[src/rgd_ram.sv]
// Generic simple dual-port RAM, one write port, one registered read port.
`default_nettype none

module rgd_ram #(
  parameter int WIDTH = 8,
  parameter int DEPTH = 16
) (
  input  wire logic                     clk,
  input  wire logic                     we,
  input  wire logic [$clog2(DEPTH)-1:0] waddr,
  input  wire logic [WIDTH-1:0]         wdata,
  input  wire logic                     re,
  input  wire logic [$clog2(DEPTH)-1:0] raddr,
  output logic      [WIDTH-1:0]         rdata
);

  logic [WIDTH-1:0] mem [DEPTH];

  always_ff @(posedge clk) begin
    if (we) begin
      mem[waddr] <= wdata;
    end
    if (re) begin
      rdata <= mem[raddr];
    end
  end

endmodule

`default_nettype wire

[config.mk]
export PLATFORM = sky130hd
export DESIGN_NAME = rgd_ram
export DESIGN_NICKNAME = d
export VERILOG_FILES = /design/src/rgd_ram.sv
export SDC_FILE = /design/constraint.sdc
export NUM_CORES = 1
export LEC_CHECK = 0
export ABC_CLOCK_PERIOD_IN_PS = 2200
export BUFFER_PORTS_ARGS = -buffer_cell sky130_fd_sc_hd__buf_2
export CAP_MARGIN = 0
export CORE_UTILIZATION = 60
export CTS_BUF_LIST = sky130_fd_sc_hd__clkbuf_8
export DETAILED_ROUTE_END_ITERATION = 12
export GPL_TIMING_DRIVEN = 0
export PLACE_DENSITY = 0.77
export SKIP_LAST_GASP = 1
export SYNTH_ARGS = -nofsm -noshare
export SYNTH_HDL_FRONTEND = slang
export SYNTH_SLANG_ARGS = --single-unit
[constraint.sdc]
create_clock -name clk -period 2.2 [get_ports clk]
set_input_delay 0.44 -clock clk [delete_from_list [all_inputs] [get_ports clk]]
set_output_delay 0.44 -clock clk [all_outputs]
set_load 0.02 [all_outputs]
Yosys cells after proc, flatten, opt, wreduce, memory -nomap -nowiden --
Memory sizes are Yosys's and may differ from the RTL's. A register that Yosys moved wholly into a read port is not among the register bits. Index checks and enable logic that the tools add are counted.
Word-level totals: bits in latches 0, memories 1, flip-flop bits (word level) 0, input port bits 19, output and inout bits 8, memory bits (writable) 128, bits in read-only memories 0
Memory list:
- mem | depth 16, bits a word 8, read ports 1, clocked after memory_dff 1, wr ports 1, RTL line 17 | logic [WIDTH-1:0] mem [DEPTH];
Operators by class: divide/modulo/power cells 0, mux-type cells 2, bitwise operators 0, multipliers 0, $lt $le $gt $ge 0, reduce and logical (&&, ||, !) cells 0, add/sub/neg operators 0, shift operators 0, eq/ne operators 0
Operators by type and width (count):
- two-way mux 1 bit | 2

Logic depth before layout (Yosys ltp) --
depth in word-level cells 2, depth in mapped cells 5

Least setup slack after synthesis --
No wires, ideal clock.
path kind input to register, start in waddr[2], end mem mem[0][0], enable pin, stages 2, setup time 383 ps, arrival time 1550 ps, buffers on the path 0, setup slack 267 ps, cell sequence or3b_2 > nor3_1
RTL lines:
- start: declaration | RTL line 10 | input wire logic [$clog2(DEPTH)-1:0] waddr,
- end: declaration | RTL line 17
Straight into the memory's write port.

Final worst setup path --
start in waddr[2], end mem mem[0][6], enable pin
Straight into the memory's write port.

==> flow_summary.json <==
{
  "outcome": "complete, no violations",
  "max_stage_delay_ns": 1.03,
  "critPathRequiredTime_ns": 2.23,
  "postCtsHoldBufs": 0,
  "fin_area_um2": 5903,
  "diodes": 0,
  "tns_ns": 0,
  "seq_area_frac_synth": 0.7812,
  "gp_congestion": 0.7338,
  "finalCritPeriodShare": 0.9507,
  "synthToLayoutAreaGrowth_pct": 12.92,
  "path_buf_inv": 1,
  "ys_types": 18,
  "cts_root_buf": "clkbuf_8",
  "hold_ws_ns": 0.3570,
  "power.density_nw_per_um2": 902.1,
  "maxCapViolCount": 0,
  "htreeDepth": 4,
  "hpwl_um": 6105,
  "slew_viol_final": 0,
  "final_nets": 292,
  "insertion_delay_ns": 0.42,
  "drc": 0,
  "rsz0062_at_grt": "no",
  "start_kind": "input port",
  "grt_max_degree": 17,
  "place_inst": 359,
  "clkPwrFrac": 0.396,
  "synth_nets": 248,
  "skew_ns": 0.007576,
  "place_area_um2": 5484,
  "drt_iter0_drc": 253,
  "cts-buffers-inserted": 17,
  "drt_first_pass_iters": 4,
  "n_fill_cell": 506,
  "die_h_um": 95.34,
  "mostFrequentLayoutCells": "136 x edfxtp_1, 28 x buf_2, 18 x mux4_2",
  "initial_core_util": 0.6268,
  "switchingPower_w": 0.001079,
  "power_frac_comb": 0.053,
  "cp-end-kind": "flop",
  "finalNonFillerCells": 391,
  "die_w_um": 95.34,
  "netlist_area_um2": 5228,
  "numPortBuffers": 25,
  "avgSynthCellArea_um2": 22.83,
  "antenna_found_initial": 0,
  "grt_pass1_wl_um": 14170,
  "synthCells": 229,
  "yosys_warnings": 0,
  "critPathKind": "input port to flop",
  "worst_pin_slew_ns": 1.337,
  "grt_overflow": 0,
  "dieArea_um2": 9090,
  "fin_crit_ns": 2.092,
  "critPathMaxFanout": 8,
  "slew_headroom": 0.1021,
  "p_leak_nw": 1.957,
  "cpMaxStageDelayCell": "nor3_1",
  "ios": 27,
  "grt_pass1_vias": 2481,
  "cts_tree": "built",
  "num_vias": 2439,
  "swShare": 0.2027,
  "core-area_um2": 8341,
  "cts_resized": 0,
  "arrival_ns": 2.12,
  "track_usage": 0.2392,
  "path_cells": "buf_2 -> or3b_2 -> nor3_1",
  "hold_class": "input port to flop",
  "setup_violations": 0,
  "fin_ws_ns": 0.1085,
  "ir_drop_mv": 0.6343,
  "cts_max_path_buffers": 2,
  "drtAntennaViolNets": 0,
  "routed_wl_um": 9664,
  "fmax_mhz": 478.1,
  "internal-power_w": 0.004246,
  "clk_pin_slew_ns": 0.07,
  "num_rows": 33,
  "cp_top_family": "simple AND/OR/NAND/NOR gates",
  "post-place-ws_ns": -0.3329,
  "seq_power_share": 0.550,
  "ys_ff_latch": 136,
  "post_cts_buffers": 0,
  "final_common_cell": "edfxtp_1",
  "viasPerCell": 6.238,
  "wl_per_cell_um": 24.72,
  "hold_viol_final": 0,
  "drive_gt1_frac": 0.2902,
  "numClockSinks": 136
}
-- metal layers --
layer / routed length, um / track usage
met5: 0 / 0
met4: 109 / 0.1124
met3: 857 / 0.05821
met2: 4933 / 0.3720
met1: 3764 / 0.3232
-- cells in the mapped netlist --
| cell | n | area share |
|---|---|---|
| buf_4 | 1 | 0.0014 |
| a22oi_1 | 16 | 0.023 |
| nor3_1 | 4 | 0.0038 |
| clkdlybuf4s25_2 | 3 | 0.0057 |
| and2_1 | 1 | 0.0012 |
| nand3_1 | 1 | 0.00096 |
| buf_6 | 3 | 0.0065 |
| nor2b_1 | 1 | 0.0012 |
| mux4_2 | 18 | 0.078 |
| edfxtp_1 | 136 | 0.78 |
| mux4_1 | 14 | 0.070 |
| and2b_1 | 1 | 0.0014 |
| nor2_1 | 13 | 0.0093 |
| nand2b_1 | 2 | 0.0024 |
| buf_2 | 3 | 0.0029 |
| or3b_2 | 1 | 0.0017 |
| nand3b_1 | 2 | 0.0029 |
| nand2_1 | 9 | 0.0065 |
-- registers in the layout (all words and copies together) (netlist names) --
signal / flops
rdata: 8
mem: 128
-- power by group through the flow --
| stage | Clock (W) | Sequential, W | Combinational, W |
|---|---|---|---|
| after CTS | 0.00213 | 0.00293 | 0.000287 |
| after floorplan | 0 | 0.00300 | 0.000147 |
| after global routing | 0.00224 | 0.00293 | 0.000304 |
| final | 0.00211 | 0.00293 | 0.000285 |
| after detailed placement | 0 | 0.00299 | 0.000285 |
| after global placement | 0 | 0.00298 | 0.000275 |
-- cells by family (layout without fill, tap and decap cells) --
| kind of cell | Yosys count | after routing | synth area share |
|---|---|---|---|
| AND/OR/NAND/NOR | 35 | 35 | 0.03136 |
| buffers and inverters | 10 | 67 | 0.01651 |
| AO/OA/AOI/OAI | 16 | 16 | 0.02298 |
| multiplexers | 32 | 32 | 0.1479 |
| flip-flops | 136 | 136 | 0.7812 |
-- per-stage QoR --
stage	total power (W)	utilization
6_report	0.005325	0.7078
5_1_grt	0.005478	0.7078
4_1_cts	0.005348	0.7078
3_5_place_dp	0.003272	0.6575
3_3_place_gp	0.003257	0.6575
2_1_floorplan	0.003148	-
-- layout make-up --
type                    count  area [um2]  share of cell area
clock inverters            15       185.2             0.03137
repair buffers             25       125.1             0.02120
clock buffers              17       234.0             0.03964
multi-input cells          83        1057              0.1791
plain buffers              10       86.33             0.01462
flip-flops and latches    136        4084              0.6918
well taps                 105       131.4             0.02226
-- path summary, 6_finish.rpt --
check                                         start  slack [ns]  depth (start not counted)                  end
worst max-delay path                       waddr[2]        0.11                          3  mem[0][6]$_DFFE_PP_
worst min-delay path                             re        0.36                          1   rdata[3]$_DFFE_PP_
worst max register to register  mem[5][0]$_DFFE_PP_        0.59                          3   rdata[0]$_DFFE_PP_
worst min register to register  mem[8][3]$_DFFE_PP_        0.77                          3   rdata[3]$_DFFE_PP_
Note: power is estimated with default switching activity, not from simulation.
