--- config.mk ---
export PLATFORM = sky130hd
export DESIGN_NAME = rgd_emit
export DESIGN_NICKNAME = d
export VERILOG_FILES = /design/src/rgd_pkg.sv /design/src/rgd_emit.sv
export SDC_FILE = /design/constraint.sdc
export NUM_CORES = 1
export LEC_CHECK = 0
export ABC_AREA = 1
export BUFFER_PORTS_ARGS = -buffer_cell sky130_fd_sc_hd__buf_2
export CORE_AREA = 2 2 181 183
export CTS_CLUSTER_SIZE = 24
export DETAILED_ROUTE_END_ITERATION = 8
export DIE_AREA = 0 0 183 185
export PLACE_DENSITY = 0.61
export SYNTH_ARGS = -nofsm -noshare
export SYNTH_HDL_FRONTEND = slang
export SYNTH_SLANG_ARGS = --single-unit
--- constraint.sdc ---
create_clock -name clk -period 11.62 [get_ports clk]
set_input_delay 0.581 -clock clk [delete_from_list [all_inputs] [get_ports clk]]
set_output_delay 0.581 -clock clk [all_outputs]
set_load 0.005 [all_outputs]
--- src/rgd_pkg.sv ---
// Shared types, constants and register codes of the gadget decomposition block.
`default_nettype none

package rgd_pkg;

  localparam int MAX_DIGITS = 64;
  localparam int ROW_W      = $clog2(MAX_DIGITS);
  localparam int CNT_W      = ROW_W + 1;
  localparam int RES_W      = 62;
  localparam int WORD_W     = 64;
  localparam int WIDE_W     = 2 * WORD_W;
  localparam int BITS_W     = 6;
  localparam int NUM_BANKS  = 2;
  localparam int RAM_DEPTH  = NUM_BANKS * MAX_DIGITS;
  localparam int RAM_AW     = $clog2(RAM_DEPTH);
  localparam int NUM_REGS   = 8;
  localparam int ADDR_W     = $clog2(8 * NUM_REGS);
  localparam int DATA_W     = 64;

  localparam logic [2:0] REG_MODULUS_A   = 3'd0;
  localparam logic [2:0] REG_MODULUS_B   = 3'd1;
  localparam logic [2:0] REG_INVERSE     = 3'd2;
  localparam logic [2:0] REG_POW64_A     = 3'd3;
  localparam logic [2:0] REG_POW64_B     = 3'd4;
  localparam logic [2:0] REG_DIGIT_BITS  = 3'd5;
  localparam logic [2:0] REG_DIGIT_COUNT = 3'd6;
  localparam logic [2:0] REG_TWO_MODULI  = 3'd7;

  typedef struct packed {
    logic [RES_W-1:0] residue_a;
    logic [RES_W-1:0] residue_b;
  } coef_t;

  typedef struct packed {
    logic [ROW_W-1:0] row_index;
    logic [RES_W-1:0] digit_res_a;
    logic [RES_W-1:0] digit_res_b;
    logic             last_digit;
  } digit_t;

  // effective settings: bits never zero, count saturated to MAX_DIGITS
  typedef struct packed {
    logic [RES_W-1:0]  mod_a;
    logic [RES_W-1:0]  mod_b;
    logic [RES_W-1:0]  inv;
    logic [BITS_W-1:0] bits;
    logic [CNT_W-1:0]  count;
    logic              crt;
  } cfg_t;

  // classified word: centered value in single mode, raw residues in CRT mode
  typedef struct packed {
    logic              crt;
    logic [WORD_W-1:0] val_a;
    logic [RES_W-1:0]  val_b;
  } item_t;

  typedef struct packed {
    logic [RES_W-1:0] res_a;
    logic [RES_W-1:0] res_b;
  } entry_t;

  localparam int ENTRY_W = $bits(entry_t);

  typedef struct packed {
    logic              en;
    logic [RAM_AW-1:0] addr;
    entry_t            data;
  } wr_t;

endpackage

`default_nettype wire

--- src/rgd_emit.sv ---
// Emitter: reads a full bank in reverse, two-entry output queue.
`default_nettype none

module rgd_emit
  import rgd_pkg::*;
(
  input  wire logic                 clk,
  input  wire logic                 rst,
  input  wire cfg_t                 cfg,
  input  wire logic [NUM_BANKS-1:0] bank_full,
  output logic      [NUM_BANKS-1:0] bank_free,
  output logic                      rd_en,
  output logic      [RAM_AW-1:0]    rd_addr,
  input  wire entry_t               rd_data,
  output logic                      digit_valid,
  input  wire logic                 digit_stall,
  output digit_t                    digit
);

  logic             rbank;
  logic [ROW_W-1:0] row;
  logic             fl;
  logic [ROW_W-1:0] fl_row;
  logic             fl_last;
  digit_t           fifo [2];
  logic             fwr;
  logic             frd;
  logic [1:0]       fcount;
  logic             pop;
  logic             last;
  logic [CNT_W-1:0] rd_idx;

  assign pop         = digit_valid && !digit_stall;
  assign digit_valid = (fcount != 2'd0);
  assign digit       = fifo[frd];
  assign last        = ({1'b0, row} == cfg.count - CNT_W'(1));
  assign rd_idx      = cfg.count - CNT_W'(1) - {1'b0, row};
  assign rd_addr     = {rbank, rd_idx[ROW_W-1:0]};

  // queue slots plus the read in flight must leave room
  assign rd_en = bank_full[rbank] &&
                 (({1'b0, fcount} + {2'b0, fl}) < (3'd2 + {2'b0, pop}));
  assign bank_free = (rd_en && last) ? (NUM_BANKS'(1) << rbank) : NUM_BANKS'(0);

  always_ff @(posedge clk) begin
    if (rst) begin
      rbank  <= 1'b0;
      row    <= '0;
      fl     <= 1'b0;
      fwr    <= 1'b0;
      frd    <= 1'b0;
      fcount <= 2'd0;
    end else begin
      fl <= rd_en;
      if (rd_en) begin
        fl_row  <= row;
        fl_last <= last;
        if (last) begin
          row   <= '0;
          rbank <= ~rbank;
        end else begin
          row <= row + ROW_W'(1);
        end
      end
      if (fl) begin
        fifo[fwr].row_index   <= fl_row;
        fifo[fwr].digit_res_a <= rd_data.res_a;
        fifo[fwr].digit_res_b <= rd_data.res_b;
        fifo[fwr].last_digit  <= fl_last;
        fwr                   <= ~fwr;
      end
      if (pop) begin
        frd <= ~frd;
      end
      fcount <= fcount + {1'b0, fl} - {1'b0, pop};
    end
  end

  a_fifo_bound: assert property (@(posedge clk) disable iff (rst)
    fcount != 2'd3)
    else $error("output queue overflow");

  a_free_only_full: assert property (@(posedge clk) disable iff (rst)
    (bank_free != '0) |-> ((bank_free & bank_full) == bank_free))
    else $error("release of a bank that is not full");

endmodule

`default_nettype wire

Word level (Yosys, flattened, before mapping)
Memories as Yosys holds them, arrays and structs flattened. A register that Yosys moved wholly into a read port is not among the register bits.
Cells that the tools add are included.
W data, S select, Z words.
- output and inout port bits: 142
- memory bits (writable): 262
- bits in registers: 19
- memories kept: 1
- input port bits: 329
- logic and storage cells: 40
- memories (memory ; words ; bits a word ; read ports ; clocked after Yosys merged registers in ; write ports ; RTL line ; source):
    fifo ; 2 ; 131 ; 1 ; 1 ; 1 ; rgd_emit.sv:25 ; digit_t fifo [2];
- bitwise operators: 4
- add/sub/neg operators: 7
- shift operators: 1
- muxes and demuxes: 9
- magnitude comparators: 2
- reductions and logical operators: 7
- eq/ne operators: 1
- operators with widths (operator ; number):
    $eq A6 B7 Y1 ; 1
    $mux W1 ; 7
    $sub A7 B1 Y7 const B ; 1
    $add A6 B1 Y6 const B ; 1
    $mux W6 ; 1
    $sub A6 B6 Y6 ; 1
    $not A1 Y1 ; 4
    $reduce_and A2 Y1 ; 2
    $add A2 B1 Y3 ; 1
    $add A2 B1 Y3 const A ; 1
    $logic_and A1 B1 Y1 ; 3
    $lt A3 B3 Y1 ; 1
    $add A2 B1 Y2 ; 1
    $lt A1 B2 Y1 const B ; 1
    $mux W2 ; 1
    $reduce_bool A2 Y1 ; 1
    $shl A1 B1 Y2 const A ; 1
    $sub A2 B1 Y2 ; 1
    $logic_not A1 Y1 ; 1

Depth between registers and ports, before layout
- depth in word-level cells: 7
- gate-level depth with buffers: 12
- gate-level depth less buffers: 12

Least setup slack after synthesis
Ideal clock, no wire load.
- path kind: input to register
- from: input port rst
- to: memory fifo[1][0] in the netlist's numbering, enable pin
- buffers on the path: 1
- data arrival time: 9.633 ns
- stages: 2
- setup time: 0.781 ns
- data required time: 10.839 ns
- path slack: 1.206 ns
- path through: clkbuf_1 nor3_1
- word-level cells in the longest chain between the ends: 2
- RTL lines (element ; RTL line ; source):
    start: declaration ; rgd_emit.sv:8 ; input wire logic rst,
    $mux W1 ; rgd_emit.sv:46 ; if (rst) begin
    $mux W1 (not written as such) ; rgd_emit.sv:69 ; fifo[fwr].last_digit <= fl_last;
    end: declaration ; rgd_emit.sv:25 ;
No other way between the ends.

==> run summary <==
ANT nets after route -> 0
I/O pins -> 471
wire length per cell -> 17.0 µm
Skew-Pair Late Insertion Delay -> 550 ps
Syn. warnings -> 0
Core Rows -> 66
most common cell after layout, fill and taps aside -> buf_2
final WL -> 21900 µm
WP data arrival -> 3020 ps
Slew Limit Fails -> 0
synth top area cells -> edfxtp_1, mux2_2, dfxtp_1
cell area after layout -> 13500 µm²
RSZ-0062 raised after global routing -> false
CP Launch Type -> flip-flop
Seq/Total Area, Yosys -> 78.0%
Die X -> 183 µm
Slew headroom -> 36.8%
PnR worst setup slack -> 8020 ps
Root Buffer -> clkbuf_16
initial antenna violation count -> 4
reg-to-reg slack, setup -> 8660 ps
status -> completed
Inst Count DP -> 1235
achievable clock frequency -> 278 MHz
all-layer global routing usage -> 12.2%
vias in the first global route -> 5883
Util after Layout -> 42.2%
Pwr Total -> 2.60 mW
clk sinks -> 282
delay-heaviest family, CP -> buffers and inverters
die area -> 33900 µm²
GP Congestion -> 0.758
# DRC -> 0
total global routing overflow -> 0
setup TNS -> 0 ps
synthesized flop and latch total -> 282
Min-Delay Path Class -> input port to flip-flop
Post CTS Setup Buffer Count -> 0
synthesized area per cell -> 19.0 µm²
Hold WS -> 211 ps
Leakage -> 5.02 nW
Final nets -> 1200
buffers and inverters on the worst path -> 2
EDFF count, synth -> 269
CP Capture Type -> output port
Pwr per Cell Area -> 192 nW/µm²
final setup vio count -> 0
ys async rst share -> 0%
post_cts resized -> 0
max-cap viol count -> 0
Max H-tree Level -> 1
Yosys top cell by area -> edfxtp_1
worst-margin pin slew -> 948 ps
Max Clock Skew -> 27.3 ps
FILL cells -> 2945
total core area -> 32000 µm²
routed via count -> 5802
largest net degree at the start of global routing -> 68
Post-Layout Cell Count -> 1293
Place WS -> 8310 ps
Synth Instances -> 561
PortBufs -> 277
Fin. Hold Viols -> 0
Top FF cell, synth -> edfxtp_1
Placement Cell Area -> 12500 µm²
Distinct cells, synth -> 30
WP data required -> 11040 ps
worst-path fanout max -> 67
cts hold-fix bufs -> 0
CTS max path bufs -> 3
Tcrit/Tclk final -> 31.0%
CTS tree -> yes
CP cell instances -> buf_4, mux2_2, buf_2
first-pass GRT wire length -> 31900 µm
layout overhead on the synthesized area -> 26.6%
synthesized cell area -> 10700 µm²
most frequent cells in the layout -> buf_2, edfxtp_1, mux2_2, clkbuf_16, nand2_1
Die Ht -> 185 µm
iteration-0 DRC count of the detailed router -> 247
delay of the slowest critical-path stage -> 960 ps
TritonCTS Buffers -> 30
post-DR vias/cell -> 4.49
DRT Pass-1 Iters -> 4
Syn Nets -> 902
Initial Util -> 33.3%
post-synth top area share -> 75.6%
share of layout cells above drive strength 1 -> 54.1%
minimum clock period -> 3600 ps
DPL Wire Length -> 14400 µm
VDD IR-drop max -> 104 µV
Critical Path Slowest Stage Cell -> dfxtp_4
Setup CP Type -> flip-flop to output port
Worst-path clk slew -> 60 ps
==> logic make-up after synthesis <==
group / Yosys count / share of synthesized area [%]
simple gates: 64 / 2.88
buf+inv: 44 / 1.98
xor+xnor: 11 / 0.902
mux: 131 / 13.8
fa+ha+maj: 12 / 1.48
flops: 282 / 78.0
compound gates: 17 / 0.925
==> power breakdown <==
| group | internal, mW | switching, mW | total (mW) |
|---|---|---|---|
| Combinational | 0.225 | 0.210 | 0.435 |
| Sequential | 1.18 | 0.0448 | 1.23 |
| Clock | 0.554 | 0.381 | 0.935 |
| Total | 1.96 | 0.636 | 2.60 |
==> synth_stat cells (3+ instances only) <==
library cell / number
nand3_1: 6
nand2_2: 3
nor2_1: 15
a21oi_1: 9
mux2_2: 131
dfxtp_1: 13
o21ai_1: 4
xnor2_1: 3
xor2_1: 8
ha_1: 11
nand2_1: 27
buf_4: 10
nor2_2: 3
buf_2: 5
nand4_1: 3
edfxtp_1: 269
inv_1: 23
==> final timing paths <==
path	startpoint	end	cells after the start
max	flip-flop	digit[33]	3
min	rd_data[113]	fifo[0][114]	1
max reg2reg	fl	fifo[0][18]	4
min reg2reg	fl_row[0]	fifo[0][125]	0
==> registers in the layout, indices dropped and copies added, names as in the netlist, named ones only <==
name,cells
fcount,2
fifo,262
fl,1
fl_last,1
fl_row,6
frd,1
fwr,1
rbank,1
row,6
==> cell type report <==
cell class | count | area [µm²] | share of cell area, %
flip-flops and latches | 282 | 8340 | 61.7
clock buffers | 38 | 801 | 5.92
inverters | 27 | 104 | 0.768
clock inverters | 18 | 181 | 1.34
diodes | 2 | 5.00 | 0.0370
repair buffers | 283 | 1430 | 10.6
well taps | 408 | 510 | 3.77
multi-input cells | 235 | 2150 | 15.9
==> routing by layer <==
layer | wire length [µm] | part of all wire [%] | vias to the layer above | track usage, %
met5 | 46 | 0.21 | - | 0
li1 | - | - | 2735 | -
met1 | 9380 | 43 | 2772 | 15.3
met4 | 396 | 1.8 | 6 | 3.42
met2 | 9490 | 43 | 250 | 19.0
met3 | 2620 | 12 | 39 | 5.41
No activity file was read; power rests on OpenSTA's default activity.
