### src/rgd_pkg.sv
// Shared types, constants and register codes of the gadget decomposition block.
`default_nettype none

package rgd_pkg;

  localparam int MAX_DIGITS = 64;
  localparam int ROW_W      = $clog2(MAX_DIGITS);
  localparam int CNT_W      = ROW_W + 1;
  localparam int RES_W      = 62;
  localparam int WORD_W     = 64;
  localparam int WIDE_W     = 2 * WORD_W;
  localparam int BITS_W     = 6;
  localparam int NUM_BANKS  = 2;
  localparam int RAM_DEPTH  = NUM_BANKS * MAX_DIGITS;
  localparam int RAM_AW     = $clog2(RAM_DEPTH);
  localparam int NUM_REGS   = 8;
  localparam int ADDR_W     = $clog2(8 * NUM_REGS);
  localparam int DATA_W     = 64;

  localparam logic [2:0] REG_MODULUS_A   = 3'd0;
  localparam logic [2:0] REG_MODULUS_B   = 3'd1;
  localparam logic [2:0] REG_INVERSE     = 3'd2;
  localparam logic [2:0] REG_POW64_A     = 3'd3;
  localparam logic [2:0] REG_POW64_B     = 3'd4;
  localparam logic [2:0] REG_DIGIT_BITS  = 3'd5;
  localparam logic [2:0] REG_DIGIT_COUNT = 3'd6;
  localparam logic [2:0] REG_TWO_MODULI  = 3'd7;

  typedef struct packed {
    logic [RES_W-1:0] residue_a;
    logic [RES_W-1:0] residue_b;
  } coef_t;

  typedef struct packed {
    logic [ROW_W-1:0] row_index;
    logic [RES_W-1:0] digit_res_a;
    logic [RES_W-1:0] digit_res_b;
    logic             last_digit;
  } digit_t;

  // effective settings: bits never zero, count saturated to MAX_DIGITS
  typedef struct packed {
    logic [RES_W-1:0]  mod_a;
    logic [RES_W-1:0]  mod_b;
    logic [RES_W-1:0]  inv;
    logic [BITS_W-1:0] bits;
    logic [CNT_W-1:0]  count;
    logic              crt;
  } cfg_t;

  // classified word: centered value in single mode, raw residues in CRT mode
  typedef struct packed {
    logic              crt;
    logic [WORD_W-1:0] val_a;
    logic [RES_W-1:0]  val_b;
  } item_t;

  typedef struct packed {
    logic [RES_W-1:0] res_a;
    logic [RES_W-1:0] res_b;
  } entry_t;

  localparam int ENTRY_W = $bits(entry_t);

  typedef struct packed {
    logic              en;
    logic [RAM_AW-1:0] addr;
    entry_t            data;
  } wr_t;

endpackage

`default_nettype wire

### src/rgd_front.sv
// Input side: takes coefficient words, centers or passes them, two-entry queue.
`default_nettype none

module rgd_front
  import rgd_pkg::*;
(
  input  wire logic  clk,
  input  wire logic  rst,
  input  wire cfg_t  cfg,
  input  wire logic  coef_valid,
  output logic       coef_stall,
  input  wire coef_t coef,
  output logic       q_valid,
  output item_t      q_item,
  input  wire logic  q_pop
);

  item_t      slots [2];
  logic       wp;
  logic       rp;
  logic [1:0] count;
  logic       push;
  item_t      cls;
  logic [WORD_W-1:0] ra_ext;

  assign coef_stall = (count == 2'd2);
  assign push       = coef_valid && !coef_stall;
  assign q_valid    = (count != 2'd0);
  assign q_item     = slots[rp];

  always_comb begin
    ra_ext    = {{(WORD_W - RES_W){1'b0}}, coef.residue_a};
    cls.crt   = cfg.crt;
    cls.val_b = coef.residue_b;
    cls.val_a = ra_ext;
    // single mode: center into (-q/2, q/2] as a two's complement word
    if (!cfg.crt && (coef.residue_a > {1'b0, cfg.mod_a[RES_W-1:1]})) begin
      cls.val_a = ra_ext - {{(WORD_W - RES_W){1'b0}}, cfg.mod_a};
    end
  end

  always_ff @(posedge clk) begin
    if (rst) begin
      wp    <= 1'b0;
      rp    <= 1'b0;
      count <= 2'd0;
    end else begin
      if (push) begin
        slots[wp] <= cls;
        wp        <= ~wp;
      end
      if (q_pop) begin
        rp <= ~rp;
      end
      count <= count + {1'b0, push} - {1'b0, q_pop};
    end
  end

endmodule

`default_nettype wire

### config.mk
export PLATFORM = sky130hd
export DESIGN_NAME = rgd_front
export DESIGN_NICKNAME = d
export VERILOG_FILES = /design/src/rgd_pkg.sv /design/src/rgd_front.sv
export SDC_FILE = /design/constraint.sdc
export NUM_CORES = 1
export LEC_CHECK = 0
export ABC_CLOCK_PERIOD_IN_PS = 13300
export BUFFER_PORTS_ARGS = -buffer_cell sky130_fd_sc_hd__buf_2
export CAP_MARGIN = 20
export CORE_UTILIZATION = 40
export DETAILED_ROUTE_END_ITERATION = 8
export GPL_ROUTABILITY_DRIVEN = 0
export PLACE_DENSITY = 0.75
export SYNTH_ARGS = -nofsm -noshare
export SYNTH_HDL_FRONTEND = slang
export SYNTH_SLANG_ARGS = --single-unit
### constraint.sdc
create_clock -name clk -period 13.3 [get_ports clk]
set_clock_uncertainty 0.15 [all_clocks]
set_input_delay 0 -clock clk [delete_from_list [all_inputs] [get_ports clk]]
set_output_delay 0 -clock clk [all_outputs]
set_load 0.005 [all_outputs]
### After elaboration in Yosys (flattened, before gate mapping)

Memory sizes are Yosys's and may differ from the RTL's. A register that Yosys moved wholly into a read port is not among the register bits.
Index checks and enable logic that the tools add are counted.

* order comparisons: 1
* equality and inequality tests: 1
* $mul: 0
* $add $sub $neg: 3
* muxes and demuxes: 6
* divide/modulo/power cells: 0
* shifts and indexed selects: 0
* reductions and logical operators: 5
* bitwise gates (word level): 2

Operator list (count)
* 64-bit 2-to-1 mux: 1
* 62-bit by 62-bit subtractor with 63-bit output: 1
* 62-bit by 61-bit > comparator with 1-bit output: 1
* 1-bit 2-to-1 mux: 5
* 2-bit by 1-bit adder with 2-bit output: 1
* 2-bit == test (second input constant): 1
* 1-bit logical AND: 2
* 1-bit logical NOT: 2
* 1-bit inverter: 2
* 2-bit nonzero test: 1
* 2-bit by 1-bit subtractor with 2-bit output: 1

* register bits after elaboration: 4
* bits in read-only memories: 0
* latch bits: 0
* input port bits: 328
* output and inout bits: 129
* word-level logic and storage cells: 22
* bits in writable memories: 254
* memories: 1

Memories
* slots: words 2, bits a word 127, rd ports 1, clocked after memory_dff 1, wr ports 1, line rgd_front.sv:18 `item_t slots [2];`

### Depth between registers and ports, before layout

Gate-level depths: netlist of run 1.

* depth after elaboration: 6
* depth in mapped cells: 16
* depth with buffers taken out: 13

### Worst setup path after synthesis of run 1

Ideal clock, no wire load.

* kind: register to register
* from: register count[1]
* to: memory slots[1][0] (netlist name), enable pin
* data arrival time: 9.731 ns
* stages on the path, launching flop included: 4
* buffers on the path: 0
* library setup time: 0.794 ns
* setup slack: 2.625 ns
* clock period less this slack: 10.675 ns
* required time: 12.356 ns
* cells stage by stage: dfxtp_1 -> inv_1 -> o21ai_0 -> nor3b_1

* longest elaborated chain between the ends: 6

RTL lines
* start, declared: line rgd_front.sv:21 `logic [1:0] count;`
* start signal, assigned: line rgd_front.sv:55 `count <= count + {1'b0, push} - {1'b0, q_pop};`
* 2-bit == test: line rgd_front.sv:26 `assign coef_stall = (count == 2'd2);`
* 1-bit logical NOT: line rgd_front.sv:27 `assign push = coef_valid && !coef_stall;`
* 1-bit logical AND: line rgd_front.sv:27
* 1-bit 2-to-1 mux: line rgd_front.sv:48 `if (push) begin`
* 1-bit 2-to-1 mux: line rgd_front.sv:43 `if (rst) begin`
* 1-bit 2-to-1 mux (not written as such): line rgd_front.sv:49 `slots[wp] <= cls;`
* end, declared: line rgd_front.sv:18

Every way passes these cells.

==> run metrics, run 1 <==
async set-reset flop share out of synthesis=0%; cell chosen for the clock root=clkbuf_16; total via count after detailed routing=12400; flip-flop cell with the highest count after synthesis=edfxtp_1; clock period minus final worst setup slack=4.33 ns; residual DRC count=0; Power Density=119 mW/mm^2; Synth cell types=69; Tot GR Track Use=22.3%; average via count per standard cell=5.39; post-detailed-placement half-perimeter wirelength=31.8 mm; post-route cell area=0.0196 sq mm; Starting Density=40.6%; routed length per placed instance=19.8 microns; Area contributors post-synth=edfxtp_1 (49%), ha_1 (10%), mux2_2 (9.3%); Post-CTS Hold Fix Bufs=132; sequential cell area fraction in the yosys report=50.1%; end of the worst register-to-register path=slots[1][75]$_DFFE_PP_; total core area=0.0377 sq mm; Detail Route Antenna Nets=0; gr ovfl total=0; post-synth design cell area=0.0153 sq mm; placed standard-cell area=0.0174 sq mm; overall power of the completed layout=2340 uW; last element of the critical path=slots[1][110]$_DFFE_PP_; cells along the critical path=dlygate4sd3_1 > buf_2 > ha_1 > a21oi_1 > nor2b_1 > o21ai_0 > a21boi_1 > o41ai_1 > and4b_1 > or2_4 > buf_4 > a2111o_1 > o211ai_1; average cell area after synthesis=11.4 sq um; cell taking the most area after synthesis=edfxtp_1; unrepaired setup endpoints after global routing=no; total setup buffers inserted after CTS=0; Final setup violation count=0; height of the die=198 microns; number of antenna violations at the first check in global routing=6; synthesis-to-layout area growth=27.9%; CTS Buffer Depth=3; clock sink count=257; type of the setup path with the least slack=input port to flop; Setup WS post-layout=8.97 ns; TritonCTS clock tree=built; R2R Path Start=count[1]$_SDFF_PP0_; Seq cells post-synth=257; most frequent cells after synthesis=edfxtp_1 (252), mux2_2 (127), ha_1 (125); R2R Setup Slk=10.61 ns; maximum VDD drop=0.0965 mV; # rows=71; cts repair resizes=0; clock slew seen by the registers of the worst setup and hold paths=0.06 ns; highest clock frequency the design can meet=231 MHz; violation count after the first detailed-routing iteration=787; first-pass GRT wire length=68.1 mm; most common cell in the synthesized netlist=edfxtp_1; sort of element at the end of the critical path=flop; max-slew violation total from the final report=0; area share of the largest cell type after synthesis=49.5%; max-capacitance violation count=0; clock insertion delay at the later pin of the skew report=0.53 ns; TritonRoute pass-1 iters=6; slowest library cell on the worst path=o41ai_1; slew at the pin closest to its max-slew limit=0.754 ns; Worst EP arrival=4.43 ns; leakage power=0.00815 uW; crit-path max FO=74; class of the tightest hold or removal check=input port to flop; total of warnings raised by yosys=0; synthesized netlist cell count=1340; total stage count of the critical path=13; Ports=457; die area=0.0390 sq mm; status=finished clean; Die W=198 microns; Setup crit start=coef[65]; peak per-stage delay on the critical path=0.73 ns; number of global-route vias before repair=12600; worst slew slack as a fraction of its limit=49.1%; maximum number of pins on one net before global-route repair=81; count of cells along the worst register-to-register path=5; H-tree level count=1; port bufs=319; ratio of cells with drive above 1 in the final layout=28.6%; critical path startpoint category=input port; Total Neg Setup Slack=0 ns; Final nets=2227; Post-Place Setup Slack=8.82 ns; crit path buf inv count=3; number of synthesized flops with an enable pin=252; net count after synthesis=1794; final design utilization=52.0%; Req. time, crit path=13.40 ns; Final Hold Violating Endpoints=0; Final period util=32.5%; Final Routed Wirelength=45.7 mm; gate family responsible for the most delay along the worst path=compound AO/OA/AOI/OAI gates; cts bufs inserted=27
==> metrics by stage <==
| step | hold slack [ns] | cells |
|---|---|---|
| after CTS | 0.00747 | 2300 |
| final | 0.0369 | 2306 |
| after global placement | 0.0379 | 2121 |
| after detailed placement | 0.0413 | 2121 |
| after global routing | 0.0182 | 2304 |
| after floorplan | -0.0784 | 1340 |
==> worst min path at each step <==
stage,to,depth (start not counted),startpoint,slack (ns)
2_1_floorplan,count[0]$_SDFF_PP0_,1,rst,-0.08
3_3_place_gp,slots[0][35]$_DFFE_PP_,1,coef[35],0.04
3_5_place_dp,slots[0][22]$_DFFE_PP_,1,coef[22],0.04
4_1_cts,slots[0][55]$_DFFE_PP_,2,coef[55],0.007
5_1_grt,slots[0][55]$_DFFE_PP_,2,coef[55],0.02
6_report,slots[0][55]$_DFFE_PP_,2,coef[55],0.04
==> layer usage <==
layer	track usage [%]	vias up	share of wire, %
met2	40.4	482	50
met1	26.4	5933	40
li1	-	5928	-
met3	4.34	77	7.5
met4	7.01	6	2.4
met5	0	-	0.098
==> worst register-to-register path: cells and delay by family, from the launching register on <==
family                 cells  cell delay (ns)
AO/OA/AOI/OAI              1             0.25
buffers and inverters      3             1.27
flip-flops                 1             0.31
AND/OR/NAND/NOR            1             0.28
==> placed cells by master, fill, tap and decap left out, drive strengths merged, types with 15 or more instances in the layout <==
cell           n
nand4         33
a21oi         95
ha           125
o21ai         92
xor2          15
clkbuf        32
buf          329
nand3         20
nor3          18
nor2          46
xnor2         34
a21o          55
nand2        119
mux2         127
edfxtp       252
inv           88
dlygate4sd3  132
==> final cells by class <==
| cell class | instances | area, sq um |
|---|---|---|
| Timing Repair Buffer | 461 | 3010 |
| Clock inverter | 15 | 151 |
| Sequential cell | 257 | 7670 |
| Fill cell | 3263 | 18100 |
| Multi-Input combinational cell | 939 | 7080 |
| Tap cell | 511 | 639 |
| Antenna cell | 4 | 10.0 |
| Clock buffer | 32 | 694 |
| Inverter | 87 | 327 |
==> cell families (layout without fill, tap and decap cells) <==
| family | Yosys count | count (layout) | synth area share (%) |
|---|---|---|---|
| AOI/OAI and AO/OA | 336 | 336 | 14.1 |
| and+or+nand+nor | 301 | 301 | 9.58 |
| DFF | 257 | 257 | 50.1 |
| buffers and inverters | 144 | 595 | 3.73 |
| muxes | 127 | 127 | 9.35 |
| adders and majority gates | 126 | 126 | 10.4 |
| xor gates and xnor gates | 49 | 49 | 2.80 |
| other | 0 | 4 | 0 |
==> where the power goes <==
part	total (uW)	switching [uW]	internal [uW]
registers	1010	24.3	990
logic	584	330	254
clock network	740	311	429
total	2340	665	1670
==> sequential cells by signal, summed over array words and instances, names as in the netlist, named ones only <==
signal  flops
count       2
slots     252
rp          1
wp          1
No activity file was read; power rests on OpenSTA's default activity.
==> run 2, diff against run 1 <==
- ABC_CLOCK_PERIOD_IN_PS: 13300 -> 3500
- PLACE_DENSITY: 0.75 -> 0.77
- clock period: 13.3 -> 3.5 ns (I/O delays scaled with it)
==> run 2 against run 1 <==
Against the previous run:
- via count is 2.7% higher
- critical endpoint is now slots[0][117]$_DFFE_PP_
- register-to-register slack got worse by 9.3 ns
- clock-buffer cell count shrank 1
- core utilization up 1.7 points
- die area unchanged
- sequential cell count is the same
- global-route usage increased by 0.86 points
- first-iteration DRC count grew 1.1%
- critical path type unchanged
- largest cell class unchanged
==> run metrics, run 2 (synthesis results as in run 1) <==
status=finished clean; post-route cell area=0.0202 sq mm (+3.2%); max-slew violation total from the final report=0 (unchanged); cts bufs inserted=27 (unchanged); Gate power share=25.2% (+0.2 points); total setup buffers inserted after CTS=0 (unchanged); maximum number of pins on one net before global-route repair=93 (+15%); final-layout fill cell count=3201 (-1.9%); Tot GR Track Use=23.2% (+0.86 points); height of the die=198 microns (unchanged); H-tree level count=1 (unchanged); TritonRoute pass-1 iters=5 (-1); Starting Density=40.6% (unchanged); Worst Hold Depth=2 (unchanged); highest clock frequency the design can meet=297 MHz; port bufs=319 (unchanged); synthesis-to-layout area growth=32.0%; residual DRC count=0 (unchanged); total core area=0.0377 sq mm (unchanged); Setup WS post-layout=0.131 ns (-8.84 ns); cell chosen for the clock root=clkbuf_16; Power Density=460 mW/mm^2 (+290%); max-capacitance violation count=0 (unchanged); sort of element at the end of the critical path=flop; type of the setup path with the least slack=input port to flop; clock sink count=257 (unchanged); clock period minus final worst setup slack=3.37 ns; internal power component=6670 uW (+300%); max reg flops=252 (unchanged); Worst EP arrival=3.65 ns (-0.78 ns); first-pass GRT wire length=70.4 mm (+3.3%); class of the tightest hold or removal check=input port to flop; switching portion of total power=28.2% (-0.27 points); clock slew seen by the registers of the worst setup and hold paths=0.06 ns (about the same); commonest non-fill, non-tap cells in the layout=buf_2 (319), edfxtp_1 (252), dlygate4sd3_1 (139); unrepaired setup endpoints after global routing=no; leakage power=0.00847 uW (+3.9%); Final Routed Wirelength=46.9 mm (+2.5%); placed standard-cell area=0.0178 sq mm (+2.7%); largest registers=slots x252, count x2; gr ovfl total=0 (unchanged); # rows=71 (unchanged); sequential share of power=41.4% (-2.0 points); Biggest register=slots; Final nets=2279 (+2.3%); maximum VDD drop=0.423 mV (+340%); Final setup violation count=0 (unchanged); TritonCTS clock tree=built; post-detailed-placement half-perimeter wirelength=33.4 mm (+4.9%); clock insertion delay at the later pin of the skew report=0.55 ns (+0.02 ns); number of antenna violations at the first check in global routing=4 (-2); ratio of cells with drive above 1 in the final layout=30.8% (+2.1 points); routed length per placed instance=19.9 microns (+0.23%); die area=0.0390 sq mm (unchanged); Detail Route Antenna Nets=0 (unchanged); clock network fraction of design power=33.3% (+1.6 points); net switching power=2620 uW (+290%); Die W=198 microns (unchanged); CTS Buffer Depth=3 (unchanged); crit-path max FO=5 (-93%); total via count after detailed routing=12800 (+2.7%); worst slew slack as a fraction of its limit=37.9% (-11 points); most frequent standard cell in the layout excluding fill and tap cells=buf_2; Final Hold Violating Endpoints=0 (unchanged); violation count after the first detailed-routing iteration=796 (+1.1%); critical path startpoint category=input port; Post-Place Setup Slack=0.0986 ns (-8.73 ns); average via count per standard cell=5.41 (+0.37%); Ports=457 (unchanged); Req. time, crit path=3.78 ns (-9.62 ns); count of cells along the worst register-to-register path=4 (-1); number of global-route vias before repair=12900 (+2.7%); Final period util=96.2%; slew at the pin closest to its max-slew limit=0.930 ns (+0.176 ns)
-- run 2: cell types whose count changed in the layout (fill, tap and decap cells not counted), sizes merged, moves of 2 or more --
cell / change
bufinv: +3
dlygate4sd3: +7
clkinvlp: +2
clkinv: -2
buf: +45
-- run 2: worst paths after layout --
check                      startpoint                      end  slack (ns)
setup / recovery             coef[70]  slots[0][117]$_DFFE_PP_        0.13
hold / removal               coef[58]   slots[1][58]$_DFFE_PP_        0.02
setup reg to reg  count[1]$_SDFF_PP0_    slots[1][4]$_DFFE_PP_        1.35
hold reg to reg       rp$_SDFFE_PP0P_          rp$_SDFFE_PP0P_        0.38
-- run 2: routing by layer --
layer | share of wire, % | track usage (%)
met3 | 7.6 | 4.51
met5 | 0.034 | 0
met4 | 2.9 | 7.32
met1 | 39 | 27.3
met2 | 50 | 42.1
-- run 2: worst max-delay path: stages --
cell and delay, ns:
dlygate4sd3_1 0.54, buf_2 0.16, ha_1 0.34, and2_1 0.20, a311o_1 0.34, a31o_1 0.28
o31ai_2 0.42, a211oi_2 0.18, o21ai_2 0.34, a21oi_1 0.15, o21a_1 0.19, o31ai_1 0.33
buf_4 0.18
-- run 2: repair_timing --
action | CTS | global route
endpoints found under the hold margin | 277 | 0
hold buffers | 139 | 0
gates resized for setup | 0 | 4
endpoints found under the setup margin | 0 | 14
-- run 2: power groups by stage --
| stage | Combinational, uW | Sequential, uW | Clock, uW |
|---|---|---|---|
| 3_5_place_dp | 2170 | 3900 | 0 |
| 2_1_floorplan | 1340 | 3890 | 0 |
| 3_3_place_gp | 2110 | 3880 | 0 |
| 5_1_grt | 2560 | 3870 | 3250 |
| 6_report | 2350 | 3850 | 3100 |
| 4_1_cts | 2310 | 3840 | 3130 |
-- run 2: cell type report --
type | count | area (sq um) | share of cell area [%]
Inverter | 87 | 327 | 1.62
Clock buffer | 31 | 691 | 3.42
Sequential cell | 257 | 7670 | 38.0
Multi-Input combinational cell | 939 | 7120 | 35.2
Clock inverter | 18 | 258 | 1.28
Antenna cell | 3 | 7.51 | 0.0372
Timing Repair Buffer | 513 | 3490 | 17.3
Tap cell | 511 | 639 | 3.16
-- run 2: per-stage QoR --
step | instances | utilization (%) | total power (uW) | hold WS [ns] | TNS (ns)
floorplan | 1340 | - | 5230 | -0.0858 | -165.82
global placement | 2168 | 47.3 | 5990 | 0.0385 | 0
detailed placement | 2168 | 47.3 | 6070 | 0.0419 | 0
CTS | 2356 | 53.6 | 9280 | 0.000342 | 0
global route | 2358 | 53.6 | 9680 | 0.0106 | 0
finish | 2359 | 53.6 | 9290 | 0.0247 | 0
==> run 3, diff against run 2 <==
- PLACE_DENSITY: 0.77 -> 0.63
==> run 3 against run 2 <==
Against the previous run:
- die area did not move
- power rose by 0.76%
- clock power rose by 4%
- cell count rose by 1.0%
- core utilization rose by 0.68 points
- critical endpoint is now slots[1][121]$_DFFE_PP_
==> run metrics, run 3 (synthesis results as in run 1) <==
Power Density=458 mW/mm^2 (-0.51%); number of global-route vias before repair=12500 (-2.7%); type of the setup path with the least slack=input port to flop; Worst EP arrival=3.60 ns (-0.05 ns); port bufs=319 (unchanged); met3 GRT Util=4.54% (+0.034 points); H-tree level count=1 (unchanged); crit-path max FO=5 (unchanged); slowest library cell on the worst path=dlygate4sd3_1; sort of element at the end of the critical path=flop; first-pass GRT wire length=65.7 mm (-6.7%); ratio of cells with drive above 1 in the final layout=30.7% (-0.054 points); Hold WS=0.0244 ns (-0.000305 ns); Setup crit start=coef[70]; peak per-stage delay on the critical path=0.56 ns (+0.02 ns); Final Routed Wirelength=42.9 mm (-8.5%); max reg flops=252 (unchanged); met2 usage in global routing=37.9% (-4.2 points); Final period util=95.0% (-1.2 points); total via count after detailed routing=12500 (-2.1%); Final Hold Violating Endpoints=0 (unchanged); CTS Buffer Depth=3 (unchanged); class of the tightest hold or removal check=input port to flop; cells along the critical path=dlygate4sd3_1 > buf_2 > ha_1 > and2_1 > a311o_1 > a31o_1 > buf_4 > o31ai_2 > a211oi_2 > o21ai_2 > a211oi_1 > or4_1 > nand3_1; gr ovfl total=0 (unchanged); overall power of the completed layout=9360 uW (+0.76%); layer carrying the most global-route usage=met2; startpoint of the tightest hold check path=coef[8]; met1 Use GR=26.2% (-1.1 points); residual DRC count=0 (unchanged); Tot GR Track Use=21.3% (-1.9 points); Die W=198 microns (unchanged); critical path startpoint category=input port; # rows=71 (unchanged); clock period minus final worst setup slack=3.33 ns (-0.0435 ns); clock sink count=257 (unchanged); Req. time, crit path=3.77 ns (about the same); average via count per standard cell=5.24 (-3.1%); highest clock frequency the design can meet=301 MHz (+1.3%); cts repair resizes=0 (unchanged); synthesis-to-layout area growth=33.7%; cts bufs inserted=29 (+7.4%); number of antenna violations at the first check in global routing=4 (unchanged); TritonRoute pass-1 iters=5 (unchanged); violation count after the first detailed-routing iteration=585 (-27%); commonest non-fill, non-tap cells in the layout=buf_2 (319), edfxtp_1 (252), dlygate4sd3_1 (156); R2R Path Start=count[1]$_SDFF_PP0_; status=finished clean; Starting Density=40.6% (unchanged); Detail Route Antenna Nets=0 (unchanged); worst slew slack as a fraction of its limit=39.6% (+1.7 points); clock insertion delay at the later pin of the skew report=0.56 ns (about the same); largest registers=slots x252, count x2; height of the die=198 microns (unchanged); die area=0.0390 sq mm (unchanged); TritonCTS clock tree=built; Ports=457 (unchanged); Post-Place Setup Slack=0.116 ns (+0.0177 ns); leakage power=0.00860 uW (+1.6%); Final nets=2302 (+1.0%); post-detailed-placement half-perimeter wirelength=31.9 mm (-4.4%); routed length per placed instance=18.0 microns (-9.4%); max-slew violation total from the final report=0 (unchanged); Post-CTS Hold Fix Bufs=155 (+12%); maximum VDD drop=0.419 mV (-0.87%); total core area=0.0377 sq mm (unchanged); slew at the pin closest to its max-slew limit=0.904 ns (-0.0257 ns); unrepaired setup endpoints after global routing=no; max-capacitance violation count=0 (unchanged); maximum number of pins on one net before global-route repair=92 (-1.1%); Final setup violation count=0 (unchanged); clock slew seen by the registers of the worst setup and hold paths=0.06 ns (about the same); most frequent standard cell in the layout excluding fill and tap cells=buf_2; Total Neg Setup Slack=0 ns (unchanged); Setup WS post-layout=0.175 ns (+0.0435 ns); Biggest register=slots; cell chosen for the clock root=clkbuf_16; final design utilization=54.3% (+0.68 points); total setup buffers inserted after CTS=0 (unchanged)
## run 3: path summary, 6_finish.rpt
kind,end,slack (ns),cells past startpoint
hold reg to reg,rp$_SDFFE_PP0P_,0.37,2
hold / removal,slots[0][8]$_DFFE_PP_,0.02,2
setup / recovery,slots[1][121]$_DFFE_PP_,0.17,13
setup reg to reg,slots[1][38]$_DFFE_PP_,1.42,4
## run 3: critical path: cells and delay by family
family | cells | cell delay [ns]
adder cells (fa/ha/maj) | 1 | 0.34
AND/OR/NAND/NOR | 3 | 0.79
AO/OA/AOI/OAI | 6 | 1.59
buffers and inverters | 3 | 0.87
## run 3: layer usage
metal / vias up / wire length (microns)
met5: - / 44
met4: 6 / 837
met3: 55 / 3020
met2: 392 / 21000
met1: 5967 / 18100
li1: 6068 / -
## run 3: through the flow
stage          std cells  instance area [sq um]
2_1_floorplan       1340                  15300
3_3_place_gp        2172                  17900
3_5_place_dp        2172                  17900
4_1_cts             2381                  20400
5_1_grt             2382                  20500
6_report            2383                  20500
## run 3: power breakdown
part           switching (uW)  internal (uW)
clock network            1250           1970
logic                    1240           1070
registers                83.0           3760
## run 3: area by class of cell
type	count	area (sq um)
antenna	1	2.50
clock buffer	38	790
clock inverter	16	231
fill	3311	17200
inverter	87	327
multi-input combinational	939	7100
sequential	257	7670
tap	511	639
timing repair buffer	534	3700
